$ cat config.mk
export PLATFORM = sky130hd
export DESIGN_NAME = addressable_led_frame_encoder_core_flat
export DESIGN_NICKNAME = d
export VERILOG_FILES = /design/src/rtl/alfe_pkg.sv /design/src/rtl/alfe_ifs.sv /design/src/rtl/alfe_pixel_store.sv /design/src/rtl/addressable_led_frame_encoder_core.sv /design/src/flat_wrapper.sv
export SDC_FILE = /design/constraint.sdc
export NUM_CORES = 1
export LEC_CHECK = 0
export ABC_AREA = 1
export BUFFER_PORTS_ARGS = -buffer_cell sky130_fd_sc_hd__buf_2
export CAP_MARGIN = 0
export CORE_ASPECT_RATIO = 1.75
export CORE_MARGIN = 1.5
export CORE_UTILIZATION = 55
export CTS_CLUSTER_SIZE = 8
export DETAILED_ROUTE_END_ITERATION = 16
export PLACE_DENSITY = 0.78
export SLEW_MARGIN = 20
export SYNTH_ARGS = -nofsm -noshare
export SYNTH_HDL_FRONTEND = slang
export SYNTH_HIERARCHICAL = 1
export SYNTH_SLANG_ARGS = --single-unit
export TNS_END_PERCENT = 5
$ cat constraint.sdc
create_clock -name i_clk -period 2.4 [get_ports i_clk]
set_clock_uncertainty 0.1 [all_clocks]
set_input_delay 0.12 -clock i_clk [delete_from_list [all_inputs] [get_ports i_clk]]
set_output_delay 0.12 -clock i_clk [all_outputs]
set_load 0.01 [all_outputs]
$ cat src/rtl/alfe_pkg.sv
// Shared types and constants for the addressable LED frame encoder.
// No dependencies; every other file imports this package.
package alfe_pkg;

    // Pixel format and defaults
    localparam int BITS_PER_PIXEL       = 24;
    localparam int DEFAULT_PIXEL_COUNT  = 8;
    localparam int BIT_IDX_W            = 5;
    localparam logic [BIT_IDX_W-1:0] BIT_TOP = BIT_IDX_W'(BITS_PER_PIXEL - 1);

    // Register reset values
    localparam logic [7:0] RST_DUTY_ONE  = 8'd67;
    localparam logic [7:0] RST_DUTY_ZERO = 8'd33;
    localparam logic [7:0] RST_LATCH     = 8'd50;

    // Configuration register indexes
    typedef enum logic [1:0] {
        CFG_DUTY_ONE  = 2'd0,
        CFG_DUTY_ZERO = 2'd1,
        CFG_LATCH     = 2'd2
    } t_cfg_idx;

    // Input item kinds
    typedef enum logic [1:0] {
        KIND_WRITE_PIXEL = 2'd0,
        KIND_WRITE_ALL   = 2'd1,
        KIND_START       = 2'd2,
        KIND_TICK        = 2'd3
    } t_kind;

    // Frame sequencer phase
    typedef enum logic [1:0] {
        PH_IDLE  = 2'd0,
        PH_DATA  = 2'd1,
        PH_LATCH = 2'd2
    } t_phase;

    typedef struct packed {
        logic [1:0] kind;
        logic [7:0] pixel_index;
        logic [7:0] red;
        logic [7:0] green;
        logic [7:0] blue;
    } t_in_item;

    typedef struct packed {
        logic [7:0] duty;
        logic       last;
    } t_out_item;

    // Pixel store request, sequencer to store; address sized for the largest store
    typedef struct packed {
        logic                      wr_en;
        logic                      wr_all;
        logic [7:0]                wr_addr;
        logic [BITS_PER_PIXEL-1:0] wr_color;
        logic                      rd_en;
        logic [7:0]                rd_addr;
    } t_store_req;

endpackage

$ cat src/rtl/alfe_ifs.sv
// Valid/ready channel interfaces for input items and result items.
// Depends on alfe_pkg for the payload structs.
interface alfe_in_if import alfe_pkg::*; ();
    logic     valid;
    logic     ready;
    t_in_item data;

    modport source (output valid, output data, input ready);
    modport sink   (input valid, input data, output ready);
endinterface

interface alfe_out_if import alfe_pkg::*; ();
    logic      valid;
    logic      ready;
    t_out_item data;

    modport source (output valid, output data, input ready);
    modport sink   (input valid, input data, output ready);
endinterface

$ cat src/rtl/alfe_pixel_store.sv
// Pixel color memory with per-entry valid bits and a fill color for write-all.
// Depends on alfe_pkg (t_store_req, BITS_PER_PIXEL).
module alfe_pixel_store import alfe_pkg::*; #(
    parameter int PIXEL_COUNT = DEFAULT_PIXEL_COUNT
) (
    input  logic                      i_clk,
    input  logic                      i_rst_n,
    input  t_store_req                i_req,
    output logic [BITS_PER_PIXEL-1:0] o_color
);

    localparam int AW = (PIXEL_COUNT > 1) ? $clog2(PIXEL_COUNT) : 1;

    logic [BITS_PER_PIXEL-1:0] r_mem [PIXEL_COUNT];
    logic [PIXEL_COUNT-1:0]    r_valid;
    logic [BITS_PER_PIXEL-1:0] r_fill;
    logic [BITS_PER_PIXEL-1:0] r_rd;
    logic [BITS_PER_PIXEL-1:0] r_rd_fill;
    logic                      r_rd_hit;
    logic [AW-1:0]             wr_addr;
    logic [AW-1:0]             rd_addr;

    assign wr_addr = i_req.wr_addr[AW-1:0];
    assign rd_addr = i_req.rd_addr[AW-1:0];

    // Memory array: single write, single registered read
    always_ff @(posedge i_clk) begin
        if (i_req.wr_en) begin
            r_mem[wr_addr] <= i_req.wr_color;
        end
        if (i_req.rd_en) begin
            r_rd <= r_mem[rd_addr];
        end
    end

    // Valid bits and fill color; write-all drops every entry back to the fill color
    always_ff @(posedge i_clk) begin
        if (!i_rst_n) begin
            r_valid <= '0;
            r_fill  <= '0;
        end else if (i_req.wr_all) begin
            r_valid <= '0;
            r_fill  <= i_req.wr_color;
        end else if (i_req.wr_en) begin
            r_valid[wr_addr] <= 1'b1;
        end
    end

    // Capture the resolve inputs in the same cycle as the memory read
    always_ff @(posedge i_clk) begin
        if (i_req.rd_en) begin
            r_rd_hit  <= r_valid[rd_addr];
            r_rd_fill <= r_fill;
        end
    end

    assign o_color = r_rd_hit ? r_rd : r_rd_fill;

endmodule

$ cat src/rtl/addressable_led_frame_encoder_core.sv
// Top level of the addressable LED frame encoder: config registers, frame
// sequencer and output stage. Depends on alfe_pkg, alfe_ifs and alfe_pixel_store.
//
//  Channel  | Dir | Handshake         | Payload
//  ---------+-----+-------------------+----------------------------------------
//  i_in     | in  | valid/ready       | kind, pixel_index, red, green, blue
//  o_out    | out | valid/ready       | duty, last (one item per active tick)
//  i_cfg_*  | in  | write enable only | index 0 duty_for_one, 1 zero, 2 latch
//
// One input item is accepted every cycle while the read stage is free or the
// output can advance; a tick's result passes through the registered read of the
// pixel memory and then the output register. Reset is synchronous: the pixel
// valid bits clear at once, so there is no clearing pass. A stalled output holds
// its item, and one more tick can wait in the read stage before input ready drops.
module addressable_led_frame_encoder_core import alfe_pkg::*; #(
    parameter int PIXEL_COUNT = DEFAULT_PIXEL_COUNT
) (
    input  logic       i_clk,
    input  logic       i_rst_n,
    alfe_in_if.sink    i_in,
    alfe_out_if.source o_out,
    input  logic       i_cfg_we,
    input  logic [1:0] i_cfg_index,
    input  logic [7:0] i_cfg_data
);

    localparam int AW = (PIXEL_COUNT > 1) ? $clog2(PIXEL_COUNT) : 1;
    localparam logic [AW-1:0] PIX_LAST = AW'(PIXEL_COUNT - 1);

    logic [7:0]      r_duty_one;
    logic [7:0]      r_duty_zero;
    logic [7:0]      r_latch;
    t_phase          r_phase, n_phase;
    logic [AW-1:0]   r_pix, n_pix;
    logic [BIT_IDX_W-1:0] r_bit, n_bit;
    logic [7:0]      r_lat, n_lat;
    logic            r_s1v, n_s1v;
    logic            r_s1_data;
    logic            r_s1_last;
    logic [BIT_IDX_W-1:0] r_s1_bit;
    logic            r_ov;
    t_out_item       r_od;

    logic            en_out;
    logic            acc;
    logic            is_tick;
    logic            tick_emit;
    logic            emit_data;
    logic            emit_last;
    logic            lat_done;
    logic [7:0]      latch_eff;
    t_store_req      store_req;
    logic [BITS_PER_PIXEL-1:0] color;
    logic [7:0]      duty;

    // Configuration registers
    always_ff @(posedge i_clk) begin
        if (!i_rst_n) begin
            r_duty_one  <= RST_DUTY_ONE;
            r_duty_zero <= RST_DUTY_ZERO;
            r_latch     <= RST_LATCH;
        end else if (i_cfg_we) begin
            unique case (i_cfg_index)
                CFG_DUTY_ONE:  r_duty_one  <= i_cfg_data;
                CFG_DUTY_ZERO: r_duty_zero <= i_cfg_data;
                CFG_LATCH:     r_latch     <= i_cfg_data;
                default: ;
            endcase
        end
    end

    // Handshake
    assign en_out      = !r_ov || o_out.ready;
    assign i_in.ready  = !r_s1v || en_out;
    assign acc         = i_in.valid && i_in.ready;
    assign is_tick     = acc && (i_in.data.kind == KIND_TICK);

    // Latch length: zero counts as one slot
    assign latch_eff = (r_latch == 8'd0) ? 8'd1 : r_latch;
    assign lat_done  = (r_lat >= (latch_eff - 8'd1));

    // Sequencer next state
    always_comb begin
        n_phase = r_phase;
        n_pix   = r_pix;
        n_bit   = r_bit;
        n_lat   = r_lat;
        if (acc && (i_in.data.kind == KIND_START)) begin
            n_phase = PH_DATA;
            n_pix   = '0;
            n_bit   = BIT_TOP;
            n_lat   = '0;
        end else if (is_tick) begin
            unique case (r_phase)
                PH_DATA: begin
                    if (r_bit == '0) begin
                        n_bit = BIT_TOP;
                        if (r_pix == PIX_LAST) begin
                            n_pix   = '0;
                            n_phase = PH_LATCH;
                        end else begin
                            n_pix = r_pix + AW'(1);
                        end
                    end else begin
                        n_bit = r_bit - BIT_IDX_W'(1);
                    end
                end
                PH_LATCH: begin
                    if (lat_done) begin
                        n_phase = PH_IDLE;
                        n_lat   = '0;
                    end else begin
                        n_lat = r_lat + 8'd1;
                    end
                end
                PH_IDLE: ;
                default: n_phase = PH_IDLE;
            endcase
        end
    end

    // Sequencer outputs and store request
    always_comb begin
        tick_emit = is_tick && (r_phase != PH_IDLE);
        emit_data = (r_phase == PH_DATA);
        emit_last = (r_phase == PH_LATCH) && lat_done;
        store_req.rd_en    = is_tick && (r_phase == PH_DATA);
        store_req.rd_addr  = 8'(r_pix);
        store_req.wr_en    = acc && (i_in.data.kind == KIND_WRITE_PIXEL)
                             && ({1'b0, i_in.data.pixel_index} < 9'(PIXEL_COUNT));
        store_req.wr_all   = acc && (i_in.data.kind == KIND_WRITE_ALL);
        store_req.wr_addr  = i_in.data.pixel_index;
        store_req.wr_color = {i_in.data.green, i_in.data.red, i_in.data.blue};
    end

    always_ff @(posedge i_clk) begin
        if (!i_rst_n) begin
            r_phase <= PH_IDLE;
            r_pix   <= '0;
            r_bit   <= BIT_TOP;
            r_lat   <= '0;
        end else begin
            r_phase <= n_phase;
            r_pix   <= n_pix;
            r_bit   <= n_bit;
            r_lat   <= n_lat;
        end
    end

    alfe_pixel_store #(
        .PIXEL_COUNT (PIXEL_COUNT)
    ) u_store (
        .i_clk   (i_clk),
        .i_rst_n (i_rst_n),
        .i_req   (store_req),
        .o_color (color)
    );

    // Read stage: holds a tick while the memory read completes
    always_comb begin
        n_s1v = r_s1v;
        if (tick_emit) begin
            n_s1v = 1'b1;
        end else if (en_out) begin
            n_s1v = 1'b0;
        end
    end

    always_ff @(posedge i_clk) begin
        if (!i_rst_n) begin
            r_s1v <= 1'b0;
        end else begin
            r_s1v <= n_s1v;
        end
    end

    always_ff @(posedge i_clk) begin
        if (tick_emit) begin
            r_s1_data <= emit_data;
            r_s1_last <= emit_last;
            r_s1_bit  <= r_bit;
        end
    end

    // Duty select from the fetched color bit
    assign duty = !r_s1_data ? 8'd0 : (color[r_s1_bit] ? r_duty_one : r_duty_zero);

    // Output register
    always_ff @(posedge i_clk) begin
        if (!i_rst_n) begin
            r_ov <= 1'b0;
        end else if (en_out) begin
            r_ov <= r_s1v;
        end
    end

    always_ff @(posedge i_clk) begin
        if (en_out && r_s1v) begin
            r_od.duty <= duty;
            r_od.last <= r_s1_last;
        end
    end

    assign o_out.valid = r_ov;
    assign o_out.data  = r_od;

    // Checks
    a_last_is_reset_slot: assert property (@(posedge i_clk) disable iff (!i_rst_n)
        (o_out.valid && o_out.data.last) |-> (o_out.data.duty == 8'd0))
        else $error("last slot carries nonzero duty");

    a_ready_low_only_full: assert property (@(posedge i_clk) disable iff (!i_rst_n)
        !i_in.ready |-> (r_s1v && r_ov))
        else $error("input stalled with a free stage");

    a_start_enters_data: assert property (@(posedge i_clk) disable iff (!i_rst_n)
        (acc && (i_in.data.kind == KIND_START)) |=> (r_phase == PH_DATA && r_bit == BIT_TOP))
        else $error("start did not restart the frame");

    a_last_ends_frame: assert property (@(posedge i_clk) disable iff (!i_rst_n)
        (tick_emit && emit_last) |=> (r_phase == PH_IDLE))
        else $error("frame still active after last slot");

endmodule

$ cat src/flat_wrapper.sv
// flat-port wrapper written by rule: the top's interface ports become plain ports
module addressable_led_frame_encoder_core_flat import alfe_pkg::*;
#(
    parameter int PIXEL_COUNT = DEFAULT_PIXEL_COUNT
)
  (i_clk, i_rst_n, i_cfg_we, i_cfg_index, i_cfg_data, i_in_valid, i_in_data, i_in_ready, o_out_valid, o_out_data, o_out_ready);
  alfe_in_if i_in_i ();
  alfe_out_if o_out_i ();
  input  logic i_clk;
  input  logic i_rst_n;
  input  logic i_cfg_we;
  input  logic [1:0] i_cfg_index;
  input  logic [7:0] i_cfg_data;
  input wire logic [$bits(i_in_i.valid)-1:0] i_in_valid;
  input wire logic [$bits(i_in_i.data)-1:0] i_in_data;
  output wire logic [$bits(i_in_i.ready)-1:0] i_in_ready;
  output wire logic [$bits(o_out_i.valid)-1:0] o_out_valid;
  output wire logic [$bits(o_out_i.data)-1:0] o_out_data;
  input wire logic [$bits(o_out_i.ready)-1:0] o_out_ready;
  assign i_in_i.valid = i_in_valid;
  assign i_in_i.data = i_in_data;
  assign i_in_ready = i_in_i.ready;
  assign o_out_valid = o_out_i.valid;
  assign o_out_data = o_out_i.data;
  assign o_out_i.ready = o_out_ready;
  addressable_led_frame_encoder_core #(.PIXEL_COUNT(PIXEL_COUNT)) u_core (.i_clk(i_clk), .i_rst_n(i_rst_n), .i_in(i_in_i), .o_out(o_out_i), .i_cfg_we(i_cfg_we), .i_cfg_index(i_cfg_index), .i_cfg_data(i_cfg_data));
endmodule
# == Yosys cells after proc, flatten, opt, wreduce, memory -nomap -nowiden ==
# Memories as Yosys holds them, arrays and structs flattened. A register that Yosys moved wholly into a read port is not among the register bits.
# Cells that the tools add are included.
# word_totals
ff_bits,117
mem_bits_rw,192
inputBits,49
out_inout_bits,11
elab_cells,103
n_memories,1
# memory_table
name,words,width,rd,rd_ports_with_merged_regs,write_ports,line,text
u_core.u_store.r_mem,8,24,1,1,1,alfe_pixel_store.sv:14,logic [BITS_PER_PIXEL-1:0] r_mem [PIXEL_COUNT];
# classes
addsub,4
order_cmp,6
n_eq_ne,15
n_mux,22
bitwise,3
reduce_logical,33
# ops
op,n
2-to-1 mux 24 bit,1
2-to-1 mux 8 bit,3
logical AND 1 bit,11
AND reduction 2 bit,5
AND reduction 5 bit,2
2-to-1 mux 1 bit,9
"adder 8 x 1 -> 8 bit, second input constant",1
"equality test 2 bit, second input constant",4
greater-or-equal comparator 8 bit,1
logical NOT 8 bit,1
"less-than comparator 3 x 4 -> 1 bit, second input constant",2
"less-than comparator 8 x 4 -> 1 bit, second input constant",1
bitwise OR 8 bit,1
"subtractor 8 x 1 -> 8 bit, second input constant",1
"equality test 2 x 1 -> 1 bit, second input constant",3
logical NOT 2 bit,3
"less-than comparator 5 x 6 -> 1 bit, second input constant",1
2-to-1 mux 2 bit,3
"!= test 3 bit, second input constant",2
one-hot mux 2 bit (3 select lines),1
nonzero test 2 bit,3
binary-select mux 1 bit (select 5 bit),1
logical NOT 5 bit,1
2-to-1 mux 5 bit,1
other kinds (15),21

# == Logic depth before layout (Yosys ltp) ==
# Gate-level depths: netlist of run 1.
# logic_depth
word_depth,8
depth_mapped,16
mapped_depth_nobuf,16

# == Cells and area by module ==
# Netlist of run 1, hierarchy kept.
# by_module_without_submodules
module,n_inst,cells_each,area_per_inst_um2,seq_area_each_um2
alfe_pixel_store,1,1080,11327.1,7877.6
addressable_led_frame_encoder_core,1,409,3105.5,1361.3

# == Worst setup path after synthesis of run 1 ==
# OpenSTA, ideal clock, no wires.
# synth_path
kind,reg-to-reg
start,"reg u_core.r_ov, in the netlist u_core/o_out.valid"
end,mem u_core.u_store.r_mem[7][0] (enable)
setup_ns,0.406
arrival_ns,2.062
required_ns,1.894
setup_slack_ns,-0.169
path_stages_with_launch,8
path_buffers,0
period_less_slack_ns,2.569
cell_sequence,dfxtp_1 nand3_2 nand2_2 inv_1 nand2_1 nor4_1 nand2_1 nor2_1
# synth_lines
item,line,text
"start, declared",addressable_led_frame_encoder_core.sv:41,logic r_ov;
"start signal, assigned",addressable_led_frame_encoder_core.sv:193,r_ov <= r_s1v;
"end, declared",alfe_pixel_store.sv:14,

# == Worst setup path after layout of run 1 ==
# layout_path
start,reg u_core.r_latch[3]
end,reg u_core.r_lat[5]
# layout_via
elab_chain_len,5
# layout_lines
item,line,text
"start, declared",addressable_led_frame_encoder_core.sv:32,logic [7:0] r_latch;
"start signal, assigned",addressable_led_frame_encoder_core.sv:66,CFG_LATCH: r_latch <= i_cfg_data;
logical NOT 8 bit,addressable_led_frame_encoder_core.sv:79,assign latch_eff = (r_latch == 8'd0) ? 8'd1 : r_latch;
2-to-1 mux 8 bit *,addressable_led_frame_encoder_core.sv:79,
subtractor 8 x 1 -> 8 bit *,addressable_led_frame_encoder_core.sv:80,assign lat_done = (r_lat >= (latch_eff - 8'd1));
greater-or-equal comparator 8 bit *,addressable_led_frame_encoder_core.sv:80,
2-to-1 mux 8 bit *,addressable_led_frame_encoder_core.sv:109,if (lat_done) begin
"end signal, assigned",addressable_led_frame_encoder_core.sv:146,r_lat <= n_lat;
"end, declared",addressable_led_frame_encoder_core.sv:36,"logic [7:0] r_lat, n_lat;"
# Every way passes the cells marked *; elsewhere a longest branch is shown, timed or not.
# A chain may end at the register's enable or synchronous reset.

==> results of run 1 <==
==> power by group <==
group | internal, W | switching [W] | leakage (nW) | total, W
logic | 0.000163 | 0.000225 | 4.11 | 0.000387
clock network | 0.00378 | 0.00227 | 0.650 | 0.00604
registers | 0.00625 | 0.0000247 | 2.92 | 0.00628
==> critical path, delay by kind of cell, from the launching register on <==
| family | cells | cell delay (ns) |
|---|---|---|
| fa+ha+maj | 2 | 0.51 |
| flops | 1 | 0.34 |
| xor+xnor | 1 | 0.15 |
| compound gates | 2 | 0.38 |
| buf+inv | 3 | 0.24 |
| simple gates | 9 | 0.69 |
==> sequential cells by signal (all words and copies together), names as in the netlist, 2 cells and up <==
name / flops
u_core/r_latch: 8
u_core/u_store/r_fill: 24
u_core/r_pix: 3
u_core/o_out.data: 9
u_core/r_bit: 5
u_core/u_store/r_rd_fill: 24
u_core/r_duty_one: 8
u_core/r_lat: 8
u_core/u_store/r_rd: 24
u_core/u_store/r_mem: 192
u_core/r_phase: 2
u_core/r_s1_bit: 5
u_core/u_store/r_valid: 8
u_core/r_duty_zero: 8
==> through the flow <==
step	area [um^2]	cells	util (%)
final	17400	2009	67.4
after global routing	17400	2009	67.4
after CTS	17300	2004	66.9
after detailed placement	15300	1854	59.1
after floorplan	14400	1488	-
after global placement	15300	1854	59.1
==> layout by cell type (no fill, tap or decap), drive strengths merged, types with 2 or more instances in the layout <==
cell and count:
dfxtp 76, mux2 24, xor2 10, ha 13, nor4 2, inv 279
clkbuf 85, nand2 423, edfxtp 257, nor2 110, nor3 4, o211ai 5
nand4 5, o21ai 47, a21oi 34, dlygate4sd3 64, buf 103, nand3 141
==> layer usage <==
| metal | up-vias | global-route usage (%) | wire (um) |
|---|---|---|---|
| met5 | - | 0 | 0 |
| met4 | 0 | 14.3 | 1540 |
| met3 | 107 | 3.42 | 1940 |
| met2 | 451 | 47.2 | 18500 |
| met1 | 5034 | 25.6 | 11800 |
| li1 | 5078 | - | - |
==> what timing repair did <==
| item | in CTS | in global routing |
|---|---|---|
| hold buffers | 64 | 0 |
| hold endpoints to repair | 255 | 0 |
| gates resized for setup | 2 | 26 |
| endpoints found under the setup margin | 8 | 13 |
| pin swaps | 0 | 17 |
| buffers inserted | 0 | 5 |
==> worst paths after layout <==
path	startpoint	to	slack [ns]	cells past startpoint
max	u_core/r_latch[3]	u_core/r_lat[5]	-0.09	17
min	i_rst_n	u_core/u_store/r_valid[4]	0.05	3
max reg2reg	u_core/r_latch[3]	u_core/r_lat[5]	-0.09	17
min reg2reg	u_core/r_s1_last	u_core/o_out.data[0]	0.32	0
==> area by class of cell <==
class / instances / area share [%]
inverters: 279 / 6.01
multi-input cells: 824 / 22.7
well taps: 320 / 2.30
flip-flops and latches: 333 / 53.0
clock buffers: 85 / 7.81
clock inverters: 1 / 0.0287
repair buffers: 167 / 8.13
==> results summary, run 1 <==
The clock slew seen by the registers of the worst setup and hold paths is 0.06 ns. The number of global-route vias before repair came out at 10817. The number of inserted filler cells in the final layout came out at 1811. The die area is 27300 um^2.

The post-route worst hold slack came out at 0.0465 ns. In this run the remaining antenna-violating nets after routing total 0. The critical path data required time is 2.77 ns. By startpoint and endpoint, the worst setup path is classified as reg -> reg. The number of max-cap violations is 0. Dividing the detail-routed via count by the number of cells gives 5.31. The tightest min-delay check is of the in -> reg type.

Along the worst path, the maximum fanout reaches 8. The DRC violation total after the first TritonRoute iteration is 747. STA classifies the critical path endpoint as a register. Setup repair after global routing could not meet its margin everywhere. The global placer's final weighted congestion is 0.788. The placement-stage worst setup slack came out at -0.0588 ns. The peak clock frequency supported by timing came out at 401 MHz. The final count of pins violating max slew came out at 0. A synthesized cell averages 9.70 um^2. The fraction of final layout cells with drive strength greater than 1 is 13.3%. The average wire per cell in the routed design came out at 16.8 um.

On the critical path, the stage with the largest delay is an instance of sky130_fd_sc_hd__dfxtp_2. The post-route total power is 0.0127 W. The multi-input combinational cell area came out at 3960 um^2. The maximum number of pins on one net before global-route repair is 78. Dividing total power by cell area gives a power density of 729 nW/um^2. The signal arrival time at the worst endpoint is 2.86 ns. Port buffering added 59 buffers. STA classifies the critical path startpoint as a register. The combined global-route utilization of all metal layers is 24.8%. The die extent in x is 125 um. From bottom edge to top edge, the die measures 217 um. The first-pass GRT wire length is 53400 um.

The tree built by TritonCTS fans out to 333 sinks. The actual slew at the worst max-slew pin came out at 1.16 ns. The total number of placement rows came out at 78. Setup total negative slack on the finished layout was measured at -0.630 ns. Pin placement for this block handled 60 I/O pins. The initial antenna violation count came to 0. The core box area came out at 25900 um^2.

The repair_antennas step left the layout with diodes totalling 0. The final wirelength is 33900 um. The mapped cell area is 14400 um^2. The share of the clock period used by the worst path after layout came out at 104%. The checks that failed: negative setup slack.

The placed wire-length estimate came out at 19200 um. The area growth from synthesis to layout came out at 20.8%. The H-tree depth came out at 2. The final count of negative-setup-slack endpoints came out at 10. Counting stages on the worst path, the most repeated cell is sky130_fd_sc_hd__nand2_2. Counting along the longest clock path gives a buffer depth of 3.

IR analysis of the VDD net gives a maximum drop of 0.554 mV. The total CTS buffers came out at 47. Traced cell by cell, the critical path runs through inv_2 -> nand2_2 -> nor2_4 -> a31oi_4 -> ha_2 -> nand3_2 -> xor2_1 -> inv_1 -> ha_1 -> nand2_1 -> nor2_1 -> a211oi_2 -> buf_4 -> nand2_2 -> nand2_2 -> nand2_4 -> nor2_1. The tree is rooted in a sky130_fd_sc_hd__clkbuf_16. The count of mapped cells out of synthesis is 1488. The tightest slew margin relative to the limit came out at 22.3%. In the post-route analysis, the smallest setup slack over all paths is -0.0919 ns. The shortest period the worst path allows is 2.49 ns. The clock tree from TritonCTS is done. For this design the static power due to leakage is 7.68 nW. The worst stage delay on the critical path is 0.34 ns. The effective utilization at floorplan is 55.8%. The final-report hold violation count was 0. The count of nets after finishing came out at 1714. The run finished, with violations left.

The number of remaining DRC errors is 0. The count of vias placed by the detailed router came out at 10670. The overall overflow remaining after global route came out at 0. The number of warning messages in the yosys log came out at 6. The worst-skew pair later-pin latency came out at 0.53 ns.

In the final layout, flip-flops and latches occupy 9250 um^2. The post-synth net total came out at 1550. The number of detailed-routing iterations run before antenna repair is 8.
No activity file was read; power rests on OpenSTA's default activity.
==> run 2, diff against run 1 <==
--- a/config.mk
+++ b/config.mk
@@ -7,13 +7,13 @@
 export LEC_CHECK = 0
 export ABC_AREA = 1
 export BUFFER_PORTS_ARGS = -buffer_cell sky130_fd_sc_hd__buf_2
-export CAP_MARGIN = 0
+export CAP_MARGIN = 20
 export CORE_ASPECT_RATIO = 1.75
 export CORE_MARGIN = 1.5
-export CORE_UTILIZATION = 55
+export CORE_UTILIZATION = 40
 export CTS_CLUSTER_SIZE = 8
 export DETAILED_ROUTE_END_ITERATION = 16
-export PLACE_DENSITY = 0.78
+export PLACE_DENSITY = 0.61
 export SLEW_MARGIN = 20
 export SYNTH_ARGS = -nofsm -noshare
 export SYNTH_HDL_FRONTEND = slang
==> run 2 against run 1 <==
The flow still finishes with violations (negative setup slack); first-iteration DRC count down 13%; total power up 0.43%; maximum frequency up 2.4%; sequential cell count unchanged; via count down 3.2%; hold slack better by 0.0087 ns; sequential power about the same; cell count up 6.8%.
==> results summary, run 2 (same netlist as run 1, synthesis figures left out) <==
The count of input and output buffers is 59. The most numerous cell type found on the critical path is sky130_fd_sc_hd__nand2_4. The vertical extent of the die is 254 um. The repair_antennas step left the layout with diodes totalling 0. The clock slew seen by the registers of the worst setup and hold paths is 0.05 ns. The area growth from synthesis to layout came out at 21.7%. The via count normalized by instance count came out at 4.82.

The cell area after placement is 15500 um^2. The overall overflow remaining after global route came out at 0. The tree is rooted in a sky130_fd_sc_hd__clkbuf_16. The highest-delay cell along the critical path is sky130_fd_sc_hd__dfxtp_2. The final route contains 10332 vias.

The share of the clock period used by the worst path after layout came out at 101%. The final worst setup slack came out at -0.0345 ns. After detailed routing, the average wire length per cell comes to 15.8 um.

The static leakage came out at 7.66 nW. The power share of the clock group is 47.9%. The flow ran to the end, but the final reports show violations. For the worst setup path, the data required time is 2.80 ns. The net switching share of the total power is 20.7%. The clock net in this run drives a total of 333 sinks. The number of detailed-routing iterations run before antenna repair is 5. The kind of cell with the highest combined delay along the critical path is simple AND/OR/NAND/NOR gates.

At the pin with the least slew margin, the transition time is 1.05 ns. The final count of pins violating max slew is 0. The routed design could run at a clock period as short as 2.43 ns.

Clock latency on the worst-skew pair, taken at its later pin, is 0.56 ns. The library cells used most frequently in the layout, excluding fill and tap cells, are sky130_fd_sc_hd__nand2_1, sky130_fd_sc_hd__inv_1, sky130_fd_sc_hd__edfxtp_1, sky130_fd_sc_hd__nand3_1, sky130_fd_sc_hd__nor2_1. In this run the worst hold path is classified as in -> reg. The type of element capturing the critical path is a register. The power density over cell area is 727 nW/um^2. The net count of the finished layout is 1704. The share of total power in combinational logic is 3.0%. The number of remaining DRC errors came out at 0.

Leaving out fill and tap cells, the most frequent cell in the layout is sky130_fd_sc_hd__nand2_1. The buffer depth of the longest clock path is 3. The combined global-route utilization of all metal layers is 18.2%. The global placer's final weighted congestion is 0.792. Traced cell by cell, the critical path runs through inv_2 -> nand2_4 -> nor2_4 -> a31oi_4 -> ha_2 -> nand3_1 -> xor2_1 -> inv_1 -> ha_1 -> a21oi_2 -> nor2_2 -> a211oi_2 -> nand2_1 -> nand2_2 -> nand2_4 -> nor2_1. The worst stage delay on the critical path came out at 0.32 ns. The aggregate negative setup slack came out at -0.131 ns. The final reports fail on negative setup slack.

The total number of placement rows is 91. The remaining number of nets flagged by the antenna check after routing is 0. Setup violations remaining at the end of the flow were counted as 9.

The tool flagged a number of max-cap violations equal to 0. The DRC violation total after the first TritonRoute iteration is 650. The share of power burned in registers is 49.2%. The signal arrival time at the worst endpoint is 2.83 ns. The die extent in x came out at 147 um.

The tightest slew margin relative to the limit came out at 29.8%. The peak clock frequency supported by timing is 411 MHz. The worst-path maximum fanout is 8.

The number of global-route vias before repair came out at 10322. The die area is 37300 um^2. Setup repair after global routing could not meet its margin everywhere. Ranked by flip-flop count, first place goes to u_core/u_store/r_mem. Signal routing reaches up to met4. The initial antenna violation count is 0. The worst setup path is of the reg -> reg kind. The worst-case vdd ir drop is 0.492 mV. TritonCTS built the clock tree.

The detailed-routed wire length on met2 came out at 18600 um. The internal power component came out at 0.0101 W. The first-pass GRT wire length came out at 52800 um. The finished layout cell area came out at 17600 um^2.

The total CTS buffers is 47. The effective utilization at floorplan came out at 40.7%. The final wirelength is 33900 um. The detailed router put a total of 12800 um of wire on met1.

The placed wire-length estimate is 19900 um. The H-tree depth came out at 2. The post-route total power came out at 0.0128 W. After detailed routing, the met3 layer carries 1330 um of wire. The net switching power figure is 0.00264 W. The core box area came out at 35400 um^2. The number of flip-flops in the largest register came out at 192. During I/O placement, the number of pins put on the boundary was 60.

STA classifies the critical path startpoint as a register. Cells with a size suffix above 1 make up 13.6% of the layout. The final-report hold violation count came to 0. The filler cells instantiated in the layout total 3182. The maximum number of pins on one net before global-route repair is 101. The number of buffers and inverters on the critical path is 2.
==> run 2: cell count changes in the layout (fill, tap and decap cells not counted), moves of 2 or more <==
cell                            change
sky130_fd_sc_hd__o21ai_1            -2
sky130_fd_sc_hd__buf_4              -5
sky130_fd_sc_hd__nand2_4            +2
sky130_fd_sc_hd__nor2_2             +4
sky130_fd_sc_hd__dlygate4sd3_1      -7
sky130_fd_sc_hd__clkbuf_16          -2
sky130_fd_sc_hd__inv_16             +2
sky130_fd_sc_hd__nor2_1             -3
==> run 2: worst paths after layout <==
path | startpoint | end | slack [ns] | cells past startpoint
min | i_in_data[27] | u_core/u_store/r_valid[2] | 0.06 | 8
max | u_core/r_latch[3] | u_core/r_lat[1] | -0.03 | 16
max reg2reg | u_core/r_latch[3] | u_core/r_lat[1] | -0.03 | 16
min reg2reg | u_core/r_s1_last | u_core/o_out.data[0] | 0.31 | 0
==> run 2: stage by stage <==
step	hold WS [ns]	worst slack [ns]	cells	util, %
4_1_cts	0.0605	0.0179	2144	49.3
5_1_grt	0.102	-0.215	2145	49.6
2_1_floorplan	0.119	0.0113	1488	-
3_3_place_gp	0.286	-0.0148	2000	43.8
3_5_place_dp	0.287	-0.0299	2000	43.8
6_report	0.0552	-0.0345	2145	49.6
==> run 2: final cells by class <==
cell class	count	area, um^2	area share [%]
clock buffer	84	1330	7.54
clock inverter	3	48.8	0.278
inverter	279	1050	5.96
multi-input combinational	824	3980	22.6
sequential	333	9250	52.6
tap	465	582	3.31
timing repair buffer	157	1340	7.63
==> run 2: layer usage <==
| layer | up-vias | track usage [%] |
|---|---|---|
| li1 | 5046 | - |
| met1 | 4939 | 19.0 |
| met2 | 265 | 36.0 |
| met3 | 82 | 2.49 |
| met4 | 0 | 7.73 |
| met5 | - | 0 |
==> run 2: worst reg2reg max path: stages, from the launching register on <==
cell and delay [ns]:
sky130_fd_sc_hd__dfxtp_2 0.32, sky130_fd_sc_hd__inv_2 0.07, sky130_fd_sc_hd__nand2_4 0.06, sky130_fd_sc_hd__nor2_4 0.14, sky130_fd_sc_hd__a31oi_4 0.11, sky130_fd_sc_hd__ha_2 0.23
sky130_fd_sc_hd__nand3_1 0.09, sky130_fd_sc_hd__xor2_1 0.15, sky130_fd_sc_hd__inv_1 0.07, sky130_fd_sc_hd__ha_1 0.19, sky130_fd_sc_hd__a21oi_2 0.14, sky130_fd_sc_hd__nor2_2 0.05
sky130_fd_sc_hd__a211oi_2 0.23, sky130_fd_sc_hd__nand2_1 0.11, sky130_fd_sc_hd__nand2_2 0.10, sky130_fd_sc_hd__nand2_4 0.10, sky130_fd_sc_hd__nor2_1 0.12
==> run 2: repair_timing <==
item / in CTS / in global routing
endpoints found under the hold margin: 254 / 0
hold buffers: 57 / 0
endpoints found under the setup margin: 10 / 11
setup buffers: 0 / 1
resized for setup: 1 / 34
pin swaps: 0 / 15
==> run 2: power by group through the flow <==
stage / sequential [W] / combinational [W] / clock (W)
after floorplan: 0.00638 / 0.000132 / 0
after global placement: 0.00638 / 0.000291 / 0
after detailed placement: 0.00638 / 0.000297 / 0
after CTS: 0.00627 / 0.000366 / 0.00624
after global routing: 0.00627 / 0.000420 / 0.00646
final: 0.00627 / 0.000377 / 0.00611
==> run 3, diff against run 2 <==
--- a/config.mk
+++ b/config.mk
@@ -10,10 +10,10 @@
 export CAP_MARGIN = 20
 export CORE_ASPECT_RATIO = 1.75
 export CORE_MARGIN = 1.5
-export CORE_UTILIZATION = 40
+export CORE_UTILIZATION = 30
 export CTS_CLUSTER_SIZE = 8
 export DETAILED_ROUTE_END_ITERATION = 16
-export PLACE_DENSITY = 0.61
+export PLACE_DENSITY = 0.49
 export SLEW_MARGIN = 20
 export SYNTH_ARGS = -nofsm -noshare
 export SYNTH_HDL_FRONTEND = slang
==> run 3 against run 2 <==
The flow now finishes without violations; utilization decreased by 12 points; die area increased by 33%; hold slack got worse by 0.030 ns; maximum frequency increased by 2.2%; non-clock buffer count increased by 17; sequential share of layout area decreased by 1.2 points; worst setup slack improved by 0.053 ns; cell count increased by 6.9%; design area increased by 2.2%; largest cell class unchanged; critical path depth unchanged.
==> results summary, run 3 (same netlist as run 1, synthesis figures left out) <==
The clock tree from TritonCTS is done. The number of global-route vias before repair came out at 10313. The average wire per cell in the routed design came out at 16.0 um. The global placer's final weighted congestion came out at 0.815. The initial antenna violation count came to 0.

The share of the clock period used by the worst path after layout came out at 99.2%. After layout, the design draws a total of 0.0129 W. The total number of placement rows is 106. The H-tree depth came out at 2.

The library cell used most frequently in the layout, excluding fill and tap cells, is sky130_fd_sc_hd__nand2_1. The number of remaining DRC errors came out at 0. The internal power component is 0.0102 W. For the worst setup path, the data arrival time is 2.78 ns. The worst-path maximum fanout is 8.

The register with the most flip-flops in the final layout is u_core/u_store/r_mem. The clock slew seen by the registers of the worst setup and hold paths is 0.05 ns. The peak clock frequency supported by timing is 420 MHz. During I/O placement, the number of pins put on the boundary was 60.

In this run the power density over the cells is 718 nW/um^2. The share of power burned in registers is 48.6%. The final-report hold violation count is 0. The remaining number of nets flagged by the antenna check after routing is 0. In the routed layout, each cell is associated on average with a via count of 4.46. The worst-skew pair later-pin latency came out at 0.56 ns.

The first global-routing pass estimated 56600 um of wire. The actual slew at the worst max-slew pin is 0.607 ns. The final count of pins violating max slew came to 0. The total number of clock tree sinks is 333. Across the VDD grid, the largest voltage drop is 0.484 mV.

The number of flip-flops in the largest register came out at 192. Clock tree synthesis inserted a total of 47 buffers. The net switching power figure came out at 0.00273 W. 0 antenna diodes ended up in the layout. The net switching share of the total power came out at 21.2%.

The share of total power in combinational logic is 3.0%. The number of detailed-routing iterations run before antenna repair is 5. The count of nets after finishing is 1721. The fraction of final layout cells with drive strength greater than 1 is 14.8%. The number of max-cap violations came out at 0. The top cell types in the final layout, fill and taps aside, are sky130_fd_sc_hd__nand2_1, sky130_fd_sc_hd__inv_1, sky130_fd_sc_hd__edfxtp_1, sky130_fd_sc_hd__nand3_1, sky130_fd_sc_hd__nor2_1. In this run the worst hold path is classified as in -> reg. The effective utilization at floorplan came out at 30.3%.

The buffer depth of the longest clock path came out at 3. The tree is rooted in a sky130_fd_sc_hd__clkbuf_16. The count of input and output buffers came out at 59. The power share of the clock group is 48.4%. The multi-input combinational cell area is 4010 um^2. The worst path needs 2.38 ns of the cycle, external delays included. Counting the fill cells in the layout gives 4649. The static leakage is 7.77 nW.

In this run the tightest slew margin relative to its limit is 59.3%. The run finished with clean final reports. STA classifies the critical path endpoint as a register. The count of vias placed by the detailed router came out at 10220. The final count of negative-setup-slack endpoints came out at 0. The worst setup path is of the reg -> reg kind. The die extent in x came out at 169 um. Once detailed placement completed, the half-perimeter wirelength came to 23100 um.

The overall overflow remaining after global route is 0. The routed design has 36700 um of wire. The vertical extent of the die is 293 um. In this run, the number of DRC markers left after iteration 0 of detailed routing was 439. At the worst endpoint, the required time is 2.80 ns.

The combined global-route utilization of all metal layers is 15.0%. The worst setup path is launched from a register. Relative to the synthesized area, the layout overhead comes to 24.5%. The end-of-flow core utilization came out at 37.7%. Setup repair after global routing could not meet its margin everywhere. The area taken by flip-flops and latches came out at 9250 um^2.

The die area is 49500 um^2. The core box area is 47600 um^2. Entering global routing, the biggest net connects 101 pins.
## run 3: path summary, 6_finish.rpt
path | start | endpoint | slack, ns | cells after the start
min reg2reg | u_core/u_store/r_fill[16] | u_core/u_store/r_rd_fill[16] | 0.32 | 0
max | u_core/r_latch[3] | u_core/r_lat[3] | 0.02 | 16
min | i_in_valid | u_core/r_phase[0] | 0.03 | 5
max reg2reg | u_core/r_latch[3] | u_core/r_lat[3] | 0.02 | 16
## run 3: metrics by stage
step                      TNS (ns)  instances  worst slack (ns)  instance area [um^2]  hold slack, ns
after floorplan                  0       1488            0.0113                 14400           0.119
final                            0       2292            0.0182                 18000          0.0256
after global placement      -0.593       2152           -0.0736                 15900           0.294
after global routing         -1.28       2292            -0.153                 18000          0.0684
after CTS                        0       2290           0.00707                 17800          0.0428
after detailed placement    -0.412       2152           -0.0577                 15900           0.297
## run 3: area by class of cell
cell class / count / area share [%]
repair buffers: 174 / 8.44
flip-flops and latches: 333 / 51.5
multi-input cells: 824 / 22.3
inverters: 279 / 5.83
clock buffers: 85 / 7.46
well taps: 594 / 4.14
clock inverters: 3 / 0.307
## run 3: power groups by stage
| stage | Combinational (W) | Sequential (W) | Clock [W] |
|---|---|---|---|
| final | 0.000389 | 0.00627 | 0.00624 |
| after global routing | 0.000435 | 0.00627 | 0.00663 |
| after CTS | 0.000376 | 0.00627 | 0.00641 |
| after detailed placement | 0.000312 | 0.00638 | 0 |
| after global placement | 0.000308 | 0.00638 | 0 |
| after floorplan | 0.000132 | 0.00638 | 0 |
## run 3: per-layer routing
metal / global-route usage (%) / wire (um) / up-vias
met1: 15.6 / 14000 / 4902
met5: 0 / 0 / -
met3: 1.70 / 995 / 71
met2: 30.1 / 20600 / 171
li1: - / - / 5076
met4: 5.53 / 1110 / 0
## run 3: critical path, cell delays in order, from the launching register on
cell                       delay, ns
sky130_fd_sc_hd__dfxtp_2        0.33
sky130_fd_sc_hd__inv_2          0.05
sky130_fd_sc_hd__nand2_4        0.07
sky130_fd_sc_hd__nor2_4         0.05
sky130_fd_sc_hd__a31oi_4        0.21
sky130_fd_sc_hd__buf_6          0.14
sky130_fd_sc_hd__nand2_4        0.04
sky130_fd_sc_hd__o21ai_2        0.14
sky130_fd_sc_hd__and2_4         0.17
sky130_fd_sc_hd__ha_4           0.19
sky130_fd_sc_hd__a21oi_2        0.13
sky130_fd_sc_hd__nor2_1         0.07
sky130_fd_sc_hd__a211oi_2       0.23
sky130_fd_sc_hd__nand2_1        0.10
sky130_fd_sc_hd__nand2_2        0.09
sky130_fd_sc_hd__nand2_4        0.08
sky130_fd_sc_hd__nor2_1         0.11
## run 3: what timing repair did
action | CTS | global route
pin swaps | 0 | 23
setup endpoints to repair | 10 | 152
buffers inserted | 0 | 2
hold buffers | 50 | 0
hold endpoints to repair | 253 | 0
resized for setup | 1 | 37
